File: src/hdl/amgs_pkg.sv
// Shared types and constants for the adjacency matrix graph store.
// Used by the controller, the datapath and the top level; depends on nothing.
package amgs_pkg;

  // Width of the id ports and of the command port.
  localparam int IdPortW = 32;
  localparam int CmdW    = 3;

  // Command codes. Codes 5 to 7 carry no meaning and are answered with an error.
  typedef enum logic [CmdW-1:0] {
    CMD_ADD_VERTEX  = 3'd0,
    CMD_ADD_EDGE    = 3'd1,
    CMD_EDGE_EXISTS = 3'd2,
    CMD_OUT_DEGREE  = 3'd3,
    CMD_CONTAINS    = 3'd4
  } cmd_e;

  // Commands from the controller to the datapath.
  typedef struct packed {
    logic load;        // capture an input word and clear the working flags
    logic scan;        // step the id table scan
    logic vtx_write;   // append the vertex and clear its edge row
    logic edge_write;  // set the edge bit and count the edge
    logic set_status;  // flag an error
    logic set_found;   // flag a positive query answer
    logic pop_load;    // load the edge row into the bit counter
    logic pop_step;    // count one bit of the row
    logic finish;      // present the result word
  } ctrl_cmd_t;

  // Status from the datapath to the controller.
  typedef struct packed {
    cmd_e cmd;
    logic scan_done;
    logic hit_a;
    logic hit_b;
    logic full;
    logic bit_hit;
    logic pop_done;
  } dp_status_t;

endpackage

File: src/hdl/amgs_ctrl.sv
// Controller state machine of the graph store: sequences the scan, the row
// access and the bit count. Depends on amgs_pkg.
module amgs_ctrl (
  input  logic                clk_i,
  input  logic                rst_ni,
  input  logic                start,
  output logic                busy,
  input  amgs_pkg::dp_status_t stat_i,
  output amgs_pkg::ctrl_cmd_t  cmd_o
);
  import amgs_pkg::*;

  typedef enum logic [6:0] {
    S_IDLE   = 7'b0000001,
    S_SCAN   = 7'b0000010,
    S_VWRITE = 7'b0000100,
    S_ROWRD  = 7'b0001000,
    S_ROWUSE = 7'b0010000,
    S_POP    = 7'b0100000,
    S_FIN    = 7'b1000000
  } state_e;

  state_e state_q, state_d;

  always_comb begin
    state_d = state_q;
    cmd_o   = '0;
    case (state_q)
      S_IDLE: begin
        if (start) begin
          cmd_o.load = 1'b1;
          state_d    = S_SCAN;
        end
      end
      S_SCAN: begin
        cmd_o.scan = 1'b1;
        if (stat_i.scan_done) begin
          state_d = S_FIN;
          case (stat_i.cmd)
            CMD_ADD_VERTEX: begin
              // Fullness is tested before the duplicate check.
              if (stat_i.full) begin
                cmd_o.set_status = 1'b1;
              end else if (!stat_i.hit_a) begin
                state_d = S_VWRITE;
              end
            end
            CMD_ADD_EDGE: begin
              if (stat_i.hit_a && stat_i.hit_b) begin
                state_d = S_ROWRD;
              end else begin
                cmd_o.set_status = 1'b1;
              end
            end
            CMD_EDGE_EXISTS: begin
              if (stat_i.hit_a && stat_i.hit_b) begin
                state_d = S_ROWRD;
              end
            end
            CMD_OUT_DEGREE: begin
              if (stat_i.hit_a) begin
                state_d = S_ROWRD;
              end else begin
                cmd_o.set_status = 1'b1;
              end
            end
            CMD_CONTAINS: begin
              cmd_o.set_found = stat_i.hit_a;
            end
            default: begin
              cmd_o.set_status = 1'b1;
            end
          endcase
        end
      end
      S_VWRITE: begin
        cmd_o.vtx_write = 1'b1;
        state_d         = S_FIN;
      end
      S_ROWRD: begin
        // The edge row of the origin slot is being read.
        state_d = S_ROWUSE;
      end
      S_ROWUSE: begin
        state_d = S_FIN;
        case (stat_i.cmd)
          CMD_ADD_EDGE: begin
            if (stat_i.bit_hit) begin
              cmd_o.set_status = 1'b1;
            end else begin
              cmd_o.edge_write = 1'b1;
            end
          end
          CMD_EDGE_EXISTS: begin
            cmd_o.set_found = stat_i.bit_hit;
          end
          CMD_OUT_DEGREE: begin
            cmd_o.pop_load = 1'b1;
            state_d        = S_POP;
          end
          default: begin
          end
        endcase
      end
      S_POP: begin
        cmd_o.pop_step = 1'b1;
        if (stat_i.pop_done) begin
          state_d = S_FIN;
        end
      end
      S_FIN: begin
        cmd_o.finish = 1'b1;
        state_d      = S_IDLE;
      end
      default: begin
        state_d = S_IDLE;
      end
    endcase
  end

  always_ff @(posedge clk_i or negedge rst_ni) begin
    if (!rst_ni) begin
      state_q <= S_IDLE;
    end else begin
      state_q <= state_d;
    end
  end

  assign busy = (state_q != S_IDLE);

endmodule

File: config.mk
export PLATFORM = sky130hd
export DESIGN_NAME = amgs_ctrl
export DESIGN_NICKNAME = d
export VERILOG_FILES = /design/src/hdl/amgs_pkg.sv /design/src/hdl/amgs_ctrl.sv
export SDC_FILE = /design/constraint.sdc
export NUM_CORES = 1
export LEC_CHECK = 0
export ABC_CLOCK_PERIOD_IN_PS = 1250
export BUFFER_PORTS_ARGS = -buffer_cell sky130_fd_sc_hd__buf_4
export CORE_MARGIN = 4
export CORE_UTILIZATION = 40
export CTS_CLUSTER_SIZE = 28
export DETAILED_ROUTE_END_ITERATION = 7
export PLACE_DENSITY_LB_ADDON = 0.25
export RECOVER_POWER = 25
export SLEW_MARGIN = 15
export SYNTH_ARGS = -nofsm -noshare
export SYNTH_HDL_FRONTEND = slang
export SYNTH_SLANG_ARGS = --single-unit
File: constraint.sdc
create_clock -name clk_i -period 1.25 [get_ports clk_i]
set_input_delay 0.0625 -clock clk_i [delete_from_list [all_inputs] [get_ports clk_i]]
set_output_delay 0.0625 -clock clk_i [all_outputs]
set_load 0.01 [all_outputs]
# Word-level counts from Yosys, hierarchy flattened

Cells that the tools add are included.

Bits in latches: 0
Bits in writable memories: 0
Register bits after elaboration: 7
Output and inout port bits: 10
Logic and storage cells: 51
Memories kept: 0
ROM bits: 0
Input bits: 12

Equality and inequality tests: 15
Bitwise gates (word level): 0
Muxes and demuxes: 30
$lt $le $gt $ge: 0
Divide/modulo/power cells: 0
Reduce and logical (&&, ||, !) cells: 5
Add/sub/neg operators: 0
Shifts and indexed selects: 0
$mul: 0

Operator list:

| cell                 | count |
|---|---|
| $mux W7              | 8 |
| $pmux W7 S6          | 1 |
| $pmux W7 S3          | 1 |
| $mux W1              | 16 |
| $eq A7 B1 Y1 const B | 1 |
| $eq A7 B2 Y1 const B | 1 |
| $eq A7 B3 Y1 const B | 1 |
| $eq A7 B4 Y1 const B | 1 |
| $eq A7 B5 Y1 const B | 1 |
| $eq A7 B6 Y1 const B | 1 |
| $eq A7 B7 Y1 const B | 1 |
| $ne A7 B1 Y1 const B | 1 |
| $eq A3 B2 Y1 const B | 2 |
| $ne A2 B2 Y1 const B | 3 |
| $mux W2              | 2 |
| $pmux W1 S4          | 1 |
| $pmux W2 S2          | 1 |
| $reduce_or A2 Y1     | 2 |
| $eq A3 B1 Y1 const B | 1 |
| $eq A3 B3 Y1 const B | 1 |
| $logic_not A3 Y1     | 1 |
| $reduce_and A3 Y1    | 1 |
| $logic_and A1 B1 Y1  | 1 |

# Logic depth before layout (Yosys ltp)

Gate-level depths: netlist (run 1).

Depth after elaboration: 5
Depth in mapped cells: 6
Depth with buffers taken out: 4

# Least setup slack after synthesis (run 1)

No wires, ideal clock.

Kind: reg-to-reg
Start: reg state_q[0]
End: reg state_q[1]
Required time: 1.186 ns
Cell stages (with the launch flop): 5
Clock period less this slack: 1.352 ns
Setup time: 0.064 ns
Arrival time: 1.288 ns
Slack: -0.102 ns
Buffers on the path: 0
Path through: dfstp_2 nor2b_1 nand3_1 nor2_1 a21o_1

Longest elaborated chain between the ends: 3
Elaborated cells on any way between the ends: 11
Those cells by class: 9 x eq/ne; 1 x mux; 1 x reduce/logical

Ends and longest elaborated chain:

| element                              | RTL line         | RTL |
|---|---|---|
| start, declared                      | amgs_ctrl.sv:23  | `state_e state_q, state_d;` |
| start signal, assigned               | amgs_ctrl.sv:125 | `state_q <= state_d;` |
| $eq A7 B2 Y1 (tied with other cells) | amgs_ctrl.sv:28  | `case (state_q)` |
| $ne A2 B2 Y1 (no source line)        | n/a              |  |
| $reduce_and A3 Y1 (no source line)   | n/a              |  |

Parallel ways exist; a longest one is shown, timed or not.
A chain may end at the register's enable or synchronous reset.

==> impl_summary.txt, run 1 <==
----------------------------------------------------
[Clocking]
  TritonCTS buffer count ... 3
  TritonCTS clock tree ... yes
  Clock latency on the worst-skew pair ... 250 ps
  Maximum level of the CTS H-tree ... 1
  Num Clock Sinks ... 7
  Clk Tree Root Cell ... clkbuf_4
  CTS clock-pin slew for the worst setup and hold paths ... roughly 60 ps
  Buffer levels on the longest clock path ... 2

[Setup path]
  Critical path's top delay family ... simple AND/OR/NAND/NOR gates
  Delay of the slowest critical-path stage ... 460 ps
  CP Depth ... 5
  Cells on worst reg2reg path ... 5
  Crit-path cells ... nor4b_4 -> and2_4 -> nand4_1 -> a21oi_2 -> buf_4
  Reg-to-reg endpoint ... state_q[2]$_DFFE_PN0P_
  Slowest cell on the critical path ... dfrtp_2
  Worst path required time ... approximately 1200 ps
  Highest fanout seen on the critical path ... 7
  Reg-to-reg slack, setup ... -320 ps
  Critical path start-end classification ... reg2out
  Buffering stage count on the worst path with inverters included ... 1
  CP Data Arrival Time ... 1590 ps
  Worst r2r src ... state_q[3]$_DFFE_PN0P_
  Nature of the critical path endpoint ... primary output
  Crit start category ... register

[Die]
  Die width ... 49.1 um
  Site row count ... 14
  Die span in y ... ~50 um
  Starting Density ... 43.8%
  Placeable core region ... 1540 um2
  Die Area ... 2410 um2
  Boundary Pins ... 22

[Global route]
  Wire length of the first global-routing pass ... 3160 um
  Global route total overflow ... 0
  Initial antenna violation count ... 0
  Overall track demand over capacity in global routing ... 16.4%
  Maximum number of pins on one net before global-route repair ... 11
  Vias in the first global route ... 722

[Layout]
  Register bank with the most flops ... state_q
  Largest registers ... state_q (7)
  Antenna diode instance count ... 0
  Fillers ... 115
  Max reg flops ... 7
  Growth of design area from synthesis to finish ... 64.2%
  Final-stage net count ... between 100 and 150
  Share of final-layout standard cells stronger than drive strength 1 ... 60.3%
  Final design instance area without fill ... between 1000 and 1500 um2

[Outcome]
  Violated checks ... setup timing
  Outcome ... finished, violations left

[Timing]
  Max-slew headroom at the worst pin ... between 70% and 80%
  Worst-case setup margin in the final layout ... -401 ps
  Measured slew at the worst slew-check pin ... 385 ps
  Final setup violating endpoints ... 16
  Setup repair after global routing missed its margin ... yes
  Worst clock skew ... slightly below 8 ps
  Minimum clock period ... 1650 ps
  Number of slew-limit violations in the final report ... 0
  Peak clock frequency supported by timing ... 606 MHz
  Final period util ... 132%
  Final hold violation count ... 0

[Yosys]
  Fraction of post-synthesis cell area in the top cell type by area ... 22.3%
  Synth area leader ... dfrtp_1
  FF+latch count, synth ... 7
  Async set-reset flop share out of synthesis ... 100%
  Mean post-synth cell area ... 8.76 um2
  Synth Instances ... 77
  Unique cell type count in the Yosys netlist ... 39
  Net Count, Synth ... 89
  Warning count from the yosys run ... 0
  Sequential share of the synthesized area ... 26.2%
  Post-Syn Area ... 674 um2
  Most used flip-flop cell after synthesis ... dfrtp_1
  Number of flops mapped to enable cells by yosys ... 0
  Cell types occupying the most area after synthesis ... dfrtp_1, nor2_1, buf_6, nor3_1, dfstp_2
  Most frequent cell after synthesis ... nor2_1
  Ranking of synthesized cells by instance count ... nor2_1, dfrtp_1, nor3_1

[Placement]
  Cell Area, Placed ... 911 um2
  RD Place Congestion ... 0.899
  Post-Place Worst Slack ... -204 ps
  Post-detailed-placement half-perimeter wirelength ... 1380 um
  Count of buffers inserted at the top-level ports ... 21

[Power and ir drop]
  Maximum vdd drop ... 973 uV
  Power density over cell area ... 1230 nW/um2
  Total leakage power ... 0.489 nW

[Min path]
  Hold wc startpoint ... stat_i[2]
  Hold-critical path depth ... 4
  Capture endpoint of the worst hold path ... state_q[2]$_DFFE_PN0P_
  HP Class ... in2reg

[Detailed routing]
  Final antenna-violating net count ... 0
  Final routed DRC violation total ... 0
  Number of vias per cell after detailed routing ... 5.65
  Wire length per cell ... 15.0 um
  Drt first pass iters ... 4
  DRT iter0 DRCs ... 13
  Via Count ... 746
  Final wirelength ... 1980 um

[Job]
  Total of max-cap violations ... 0

----------------------------------------------------
[logic make-up after synthesis]
| group | count (synthesis) | synth area share (%) |
|---|---|---|
| DFF | 7 | 26.2 |
| buffers and inverters | 11 | 10.4 |
| and+or+nand+nor | 40 | 39.9 |
| AOI/OAI and AO/OA | 17 | 21.0 |
| xor gates and xnor gates | 2 | 2.60 |
[report_power, final]
group | internal (mW) | switching [mW]
clock | 0.122 | 0.0810
combinational | 0.433 | 0.375
sequential | 0.279 | 0.0725
total | 0.834 | 0.529
[placed cells by master (no fill, tap or decap), types with 2 or more instances in the layout]
| cell | netlist | final |
|---|---|---|
| buf_4 | 1 | 35 |
| dfrtp_1 | 6 | 4 |
| nor4b_4 | 1 | 2 |
| nor2_2 | 0 | 2 |
| nand2b_4 | 1 | 2 |
| a211o_1 | 2 | 2 |
| clkbuf_1 | 0 | 2 |
| o21ai_0 | 3 | 3 |
| nor2b_2 | 0 | 2 |
| clkbuf_4 | 0 | 3 |
| buf_6 | 3 | 4 |
| nor2_1 | 9 | 5 |
| a21o_1 | 2 | 2 |
| inv_1 | 4 | 4 |
| nor2_4 | 0 | 2 |
| xnor2_1 | 2 | 2 |
| nand2_1 | 4 | 3 |
| nor4_2 | 0 | 2 |
| dfrtp_2 | 0 | 2 |
| nor3_1 | 6 | 6 |
| nor4b_2 | 1 | 2 |
[worst min-delay path, stage by stage]
cell and delay, ps:
buf_4 90, nor3_1 40, nand2_1 80, nor3_1 50
[layout make-up]
| class | count | area [um2] | area share [%] |
|---|---|---|---|
| multi-input cells | 59 | 542 | 48.9 |
| repair buffers | 41 | 322 | 29.0 |
| flip-flops and latches | 7 | 179 | 16.2 |
| clock buffers | 4 | 26.3 | 2.37 |
| well taps | 16 | 20.0 | 1.81 |
| inverters | 5 | 18.8 | 1.69 |
[repair_timing]
item | in CTS | in global routing
setup buffers | 4 | 4
pin swaps | 3 | 8
resized for setup | 13 | 12
endpoints found under the hold margin | 7 | 0
hold buffers | 1 | 0
setup endpoints to repair | 16 | 17
[how the worst max path moves through the flow]
| stage | startpoint | to | slack (ps) |
|---|---|---|---|
| final | state_q[4]$_DFFE_PN0P_ | cmd_o[3] | -400 |
| after global placement | state_q[2]$_DFFE_PN0P_ | cmd_o[3] | -190 |
| after CTS | state_q[6]$_DFFE_PN0P_ | cmd_o[3] | -430 |
| after detailed placement | state_q[3]$_DFFE_PN0P_ | state_q[0]$_DFFE_PN1P_ | -200 |
| after global routing | state_q[4]$_DFFE_PN0P_ | cmd_o[3] | -500 |
| after floorplan | state_q[5]$_DFFE_PN0P_ | cmd_o[3] | -90 |
[stage by stage]
step	setup TNS (ps)	std cells	power (mW)	util [%]	hold slack [ps]
3_3_place_gp	-1300	120	1.00	59.1	-121
3_5_place_dp	-1350	120	1.01	59.1	-119
5_1_grt	-5560	132	1.47	71.8	109
2_1_floorplan	-461	77	0.726	-	-233
4_1_cts	-4010	129	1.31	67.0	95.2
6_report	-4200	132	1.36	71.8	108
[metal layers]
metal	up-vias	global-route usage [%]	share of wire, %
li1	366	-	-
met4	0	8.52	0.61
met2	22	26.2	52
met3	2	2.14	4.3
met1	356	21.3	43
met5	-	0	0
Power figures use the tool's default switching activity.
==> inputs of run 2 (changes only) <==
Settings changed: ABC_AREA set to 1.
==> run 2 against run 1 <==
- the run still ends with setup timing left
- combinational power up 52%
- clock skew shrank 7.2 ps
- first-iteration DRC count down 38%
- die area decreased by 1.4%
- final area up 4.1%
- flip-flop and latch count unchanged
- critical path depth is 3 higher
- power rose by 29%
- global-route usage rose by 0.75 points
- largest cell class unchanged
==> impl_summary.txt, run 2 <==
----------------------------------------------------
[Setup path]
  Delay of the slowest critical-path stage ... roughly 400 ps
  Worst r2r src ... state_q[6]$_DFFE_PN0P_
  Worst path required time ... 1190 ps
  Crit-path cells ... inv_2 -> nand2_4 -> nor2_4 -> nand2_4 -> nor2_4 -> nand4_1 -> o21ai_1 -> buf_4
  Reg-to-reg slack, setup ... -250 ps
  Nature of the critical path endpoint ... primary output
  Timing startpoint of the critical path ... state_q[6]$_DFFE_PN0P_
  Critical path's top delay family ... simple AND/OR/NAND/NOR gates
  Slowest cell on the critical path ... dfrtp_1
  Buffering stage count on the worst path with inverters included ... 2
  Critical path start-end classification ... reg2out
  Highest fanout seen on the critical path ... 3
  CP Data Arrival Time ... roughly 1500 ps
  Crit start category ... register

[Layout]
  Max reg flops ... 7
  Growth of design area from synthesis to finish ... 73.8%
  Final design utilization ... 74.8%
  Register bank with the most flops ... state_q
  Leading cell type in the layout, fill and taps excluded ... buf_4
  Final non-filler cell total ... 165
  Final-stage net count ... 162
  Largest registers ... state_q (7)
  Final design instance area without fill ... 1150 um2
  Antenna diode instance count ... 0
  Share of final-layout standard cells stronger than drive strength 1 ... between 60 and 70%
  Most frequent cells in the layout ... buf_4, nand2_1, inv_2

[Clocking]
  Clock latency on the worst-skew pair ... 260 ps
  Maximum level of the CTS H-tree ... 1
  TritonCTS clock tree ... yes
  Clk Tree Root Cell ... clkbuf_4
  Num Clock Sinks ... 7
  CTS clock-pin slew for the worst setup and hold paths ... 50 ps
  Buffer levels on the longest clock path ... 2
  TritonCTS buffer count ... 3

[Yosys]
  Most used flip-flop cell after synthesis ... dfrtp_1
  Synth area leader ... dfrtp_1
  Post-Syn Area ... 663 um2
  Sequential share of the synthesized area ... about a quarter
  Unique cell type count in the Yosys netlist ... 20
  Most frequent cell after synthesis ... nand2_1
  Synth Instances ... 105
  Fraction of post-synthesis cell area in the top cell type by area ... approximately 23%
  Net Count, Synth ... 117
  Mean post-synth cell area ... around 6.3 um2
  Cell types occupying the most area after synthesis ... dfrtp_1, nand2_1, nor2_1, nand3_2, inv_1
  Ranking of synthesized cells by instance count ... nand2_1, nor2_1, inv_1
  FF+latch count, synth ... 7
  Number of flops mapped to enable cells by yosys ... 0
  Async set-reset flop share out of synthesis ... 100%
  Warning count from the yosys run ... 0

[Timing]
  Peak clock frequency supported by timing ... approximately 640 MHz
  Minimum clock period ... 1570 ps
  Max-slew headroom at the worst pin ... 75.3%
  Worst-case setup margin in the final layout ... -318 ps
  Number of slew-limit violations in the final report ... 0
  Setup repair after global routing missed its margin ... yes
  Final hold violation count ... 0
  Final setup violating endpoints ... 14
  Worst clock skew ... 0.574 ps
  Sum of negative setup slack ... -2530 ps
  Measured slew at the worst slew-check pin ... roughly 370 ps
  Final period util ... 125%

[Global route]
  Vias in the first global route ... approximately 800
  Met1 usage ... between 10% and 20%
  Overall track demand over capacity in global routing ... between 15 and 20%
  Initial antenna violation count ... 0
  Maximum number of pins on one net before global-route repair ... 8
  Met2 Usage GRT ... 33.3%
  Global-route layer with the greatest usage ... met2
  Global routing met3 resource utilization ... 1.84%
  Wire length of the first global-routing pass ... around 3200 um
  Global route total overflow ... 0

[Die]
  Placeable core region ... 1540 um2
  Die span in y ... around 49 um
  Starting Density ... 43.0%
  Die Area ... around 2400 um2
  Boundary Pins ... 22
  Site row count ... 14
  Die width ... approximately 49 um

[Detailed routing]
  Wire length per cell ... about 14 um
  Final wirelength ... 2260 um
  Drt first pass iters ... 2
  Via Count ... 830
  Final antenna-violating net count ... 0
  Final routed DRC violation total ... 0
  Number of vias per cell after detailed routing ... 5.03
  DRT iter0 DRCs ... 8

[Power and ir drop]
  Power density over cell area ... approximately 1500 nW/um2
  Total leakage power ... just over 0.6 nW
  Maximum vdd drop ... 783 uV

[Placement]
  Post-detailed-placement half-perimeter wirelength ... 1280 um
  Placed Cells ... 142
  Cell Area, Placed ... 841 um2
  RD Place Congestion ... 0.856
  Count of buffers inserted at the top-level ports ... 21

[Min path]
  HP Class ... in2reg
  Hold wc startpoint ... stat_i[4]

[Job]
  Total of max-cap violations ... 0

[Outcome]
  Violated checks ... setup timing
  Outcome ... finished, violations left

----------------------------------------------------
[run 2: through the flow]
| step | hold WS [ps] | setup slack (ps) | power, mW |
|---|---|---|---|
| 2_1_floorplan | -233 | 136 | 0.720 |
| 5_1_grt | 95.2 | -391 | 1.88 |
| 4_1_cts | 86.5 | -188 | 1.51 |
| 3_3_place_gp | -123 | 12.9 | 0.907 |
| 3_5_place_dp | -122 | 18.8 | 0.912 |
| 6_report | 87.3 | -318 | 1.76 |
[run 2: kinds of logic after synthesis]
group / synth area share (%)
AO/OA/AOI/OAI: 6.60
buffers and inverters: 13.2
flip-flops: 26.6
AND/OR/NAND/NOR: 53.6
[run 2: area by class of cell]
class / count / area [um2]
Clock buffer: 4 / 26.3
Timing Repair Buffer: 40 / 329
Fill cell: 115 / 389
Multi-Input combinational cell: 75 / 504
Tap cell: 16 / 20.0
Sequential cell: 7 / 176
Inverter: 23 / 96.3
[run 2: metal layers]
layer | wire length, um | up-vias
met5 | 0 | -
li1 | - | 415
met1 | 790 | 379
met4 | 90 | 0
met2 | 1250 | 27
met3 | 127 | 9
[run 2: worst paths after layout]
path	to	cells past startpoint
max	cmd_o[3]	8
min	state_q[3]$_DFFE_PN0P_	3
max reg2reg	state_q[1]$_DFFE_PN0P_	11
min reg2reg	state_q[0]$_DFFE_PN1P_	4
max in group asynchronous	state_q[0]$_DFFE_PN1P_	2
min in group asynchronous	state_q[5]$_DFFE_PN0P_	2
[run 2: power breakdown]
group / leakage, nW / internal (mW) / switching [mW]
Clock: 0.0150 / 0.122 / 0.0828
Sequential: 0.0925 / 0.282 / 0.0444
Combinational: 0.511 / 0.620 / 0.610
Total: 0.619 / 1.02 / 0.737
[run 2: tightest hold or removal path: stages]
cell     delay (ps)
buf_4           130
nand3_2          70
nor3_2           40
[run 2: timing repair]
item                                    4_1_cts  5_1_grt
hold buffers                                  1        0
pin swaps                                     5        7
setup buffers                                14        7
endpoints found under the setup margin        9       15
gates resized for setup                      27       16
hold endpoints to repair                      7        0
==> inputs of run 3 (changes only) <==
Settings changed: ABC_CLOCK_PERIOD_IN_PS 1250 to 1800.
Clock period 1.25 ns to 1.8 ns, I/O delays scaled along.
==> run 3 against run 2 <==
- the run now ends clean
- non-clock buffer count is 18 lower
- critical path depth unchanged
- utilization shrank 18 points
- largest power group unchanged
==> impl_summary.txt, run 3 (synthesized netlist as in run 2, its figures left out) <==
----------------------------------------------------
[Detailed routing]
  Final antenna-violating net count ... 0
  Final wirelength ... 1510 um
  DRT iter0 DRCs ... 9
  Routed metal-1 wire length ... 636 um
  Routed length on met2 ... 720 um
  Wire length per cell ... 10.3 um
  Via Count ... between 700 and 800
  Sum of met3 wire segment lengths after detailed routing ... 103 um
  Top routing layer in use ... met4
  Number of vias per cell after detailed routing ... ~4.9
  Drt first pass iters ... 4
  Final routed DRC violation total ... 0

[Timing]
  Peak clock frequency supported by timing ... 633 MHz
  Worst clock skew ... ~1.4 ps
  Measured slew at the worst slew-check pin ... 351 ps
  Final hold violation count ... 0
  Sum of negative setup slack ... 0 ps
  Final setup violating endpoints ... 0
  Number of slew-limit violations in the final report ... 0
  Final period util ... between 80% and 90%
  Max-slew headroom at the worst pin ... 76.6%
  Setup repair after global routing missed its margin ... no
  Minimum clock period ... around 1600 ps

[Placement]
  Post-detailed-placement half-perimeter wirelength ... approximately 1300 um
  RD Place Congestion ... 0.849
  Count of buffers inserted at the top-level ports ... 21
  Cell Area, Placed ... approximately 840 um2

[Power and ir drop]
  Total leakage power ... between 0.4 and 0.5 nW
  Power density over cell area ... a little under 900 nW/um2
  Maximum vdd drop ... 405 uV
  Sum of internal, switching and leakage power ... between 0.7 and 0.8 mW

[Setup path]
  Crit start category ... register
  CP Data Arrival Time ... 1490 ps
  Nature of the critical path endpoint ... primary output
  Highest fanout seen on the critical path ... 5
  Critical path start-end classification ... reg2out
  Cells on worst reg2reg path ... 8
  Worst path required time ... between 1500 and 2000 ps

[Clocking]
  CTS clock-pin slew for the worst setup and hold paths ... 50 ps
  Num Clock Sinks ... 7
  Clk Tree Root Cell ... clkbuf_4
  Buffer levels on the longest clock path ... 2
  Total of hold buffers inserted after clock tree synthesis ... 1
  Quantity of gates resized following cts ... 0
  Post CTS Setup Buffer Count ... 0
  TritonCTS clock tree ... yes
  TritonCTS buffer count ... 3
  Maximum level of the CTS H-tree ... 1
  Clock latency on the worst-skew pair ... 260 ps

[Layout]
  Leading cell type in the layout, fill and taps excluded ... nand2_1
  Max reg flops ... 7
  Final-stage net count ... 144
  Final design instance area without fill ... around 870 um2
  Antenna diode instance count ... 0
  Most frequent cells in the layout ... nand2_1, buf_4, nor2_1
  Growth of design area from synthesis to finish ... 31.7%
  Final design utilization ... 56.7%
  Share of final-layout standard cells stronger than drive strength 1 ... around 40%
  Register bank with the most flops ... state_q
  Largest registers ... state_q (7)

[Outcome]
  Outcome ... finished, final reports clean

[Die]
  Die span in y ... 48.7 um
  Boundary Pins ... 22
  Placeable core region ... 1540 um2
  Site row count ... 14
  Die Area ... 2370 um2
  Die width ... 48.7 um
  Starting Density ... 43.0%

[Global route]
  Overall track demand over capacity in global routing ... 14.2%
  Initial antenna violation count ... 0
  Maximum number of pins on one net before global-route repair ... 8
  Global route total overflow ... 0
  Vias in the first global route ... 683
  Wire length of the first global-routing pass ... 2720 um

[Job]
  Total of max-cap violations ... 0

[Min path]
  HP Class ... in2reg
  Hold-critical path depth ... 3

----------------------------------------------------
==> run 3: cell count changes in the layout (fill, tap and decap cells not counted), sizes merged <==
cell / delta
buf: -18
==> run 3: path summary, 6_finish.rpt <==
path	start	endpoint	slack (ps)
min in group asynchronous	rst_ni	state_q[1]$_DFFE_PN0P_	250
min	stat_i[4]	state_q[3]$_DFFE_PN0P_	110
max reg2reg	state_q[0]$_DFFE_PN1P_	state_q[0]$_DFFE_PN1P_	600
max	state_q[3]$_DFFE_PN0P_	cmd_o[3]	220
max in group asynchronous	rst_ni	state_q[0]$_DFFE_PN1P_	1250
min reg2reg	state_q[1]$_DFFE_PN0P_	state_q[1]$_DFFE_PN0P_	580
==> run 3: critical path, cell delays in order, from the launching register on <==
cell and delay [ps]:
dfrtp_1 380, inv_2 80, nand2_4 80, nor2_2 130
nand2_2 90, nor2_1 140, nand4_1 100, o21ai_0 90
buf_4 150
==> run 3: per-layer routing <==
layer,up-vias,global-route usage [%]
li1,381,-
met1,308,16.0
met2,27,23.3
met3,6,3.37
met4,0,9.42
met5,-,0
==> run 3: area by class of cell <==
type                       instances  area, um2
fill                             158        668
clock buffer                       4       26.3
tap                               16       20.0
multi-input combinational         75        399
sequential                         7        176
timing repair buffer              22        164
inverter                          23       87.6
==> run 3: where the power goes <==
group	switching [mW]	internal [mW]	leakage, nW
clock network	0.0581	0.0846	0.0150
registers	0.0176	0.195	0.0925
logic	0.256	0.161	0.390
total	0.331	0.441	0.498
==> run 3: stage by stage <==
step | hold slack [ps] | worst slack, ps | cells
floorplan | -206 | 671 | 105
global placement | -95.9 | 486 | 142
detailed placement | -95.6 | 499 | 142
CTS | 113 | 215 | 147
global route | 122 | 122 | 147
finish | 114 | 220 | 147
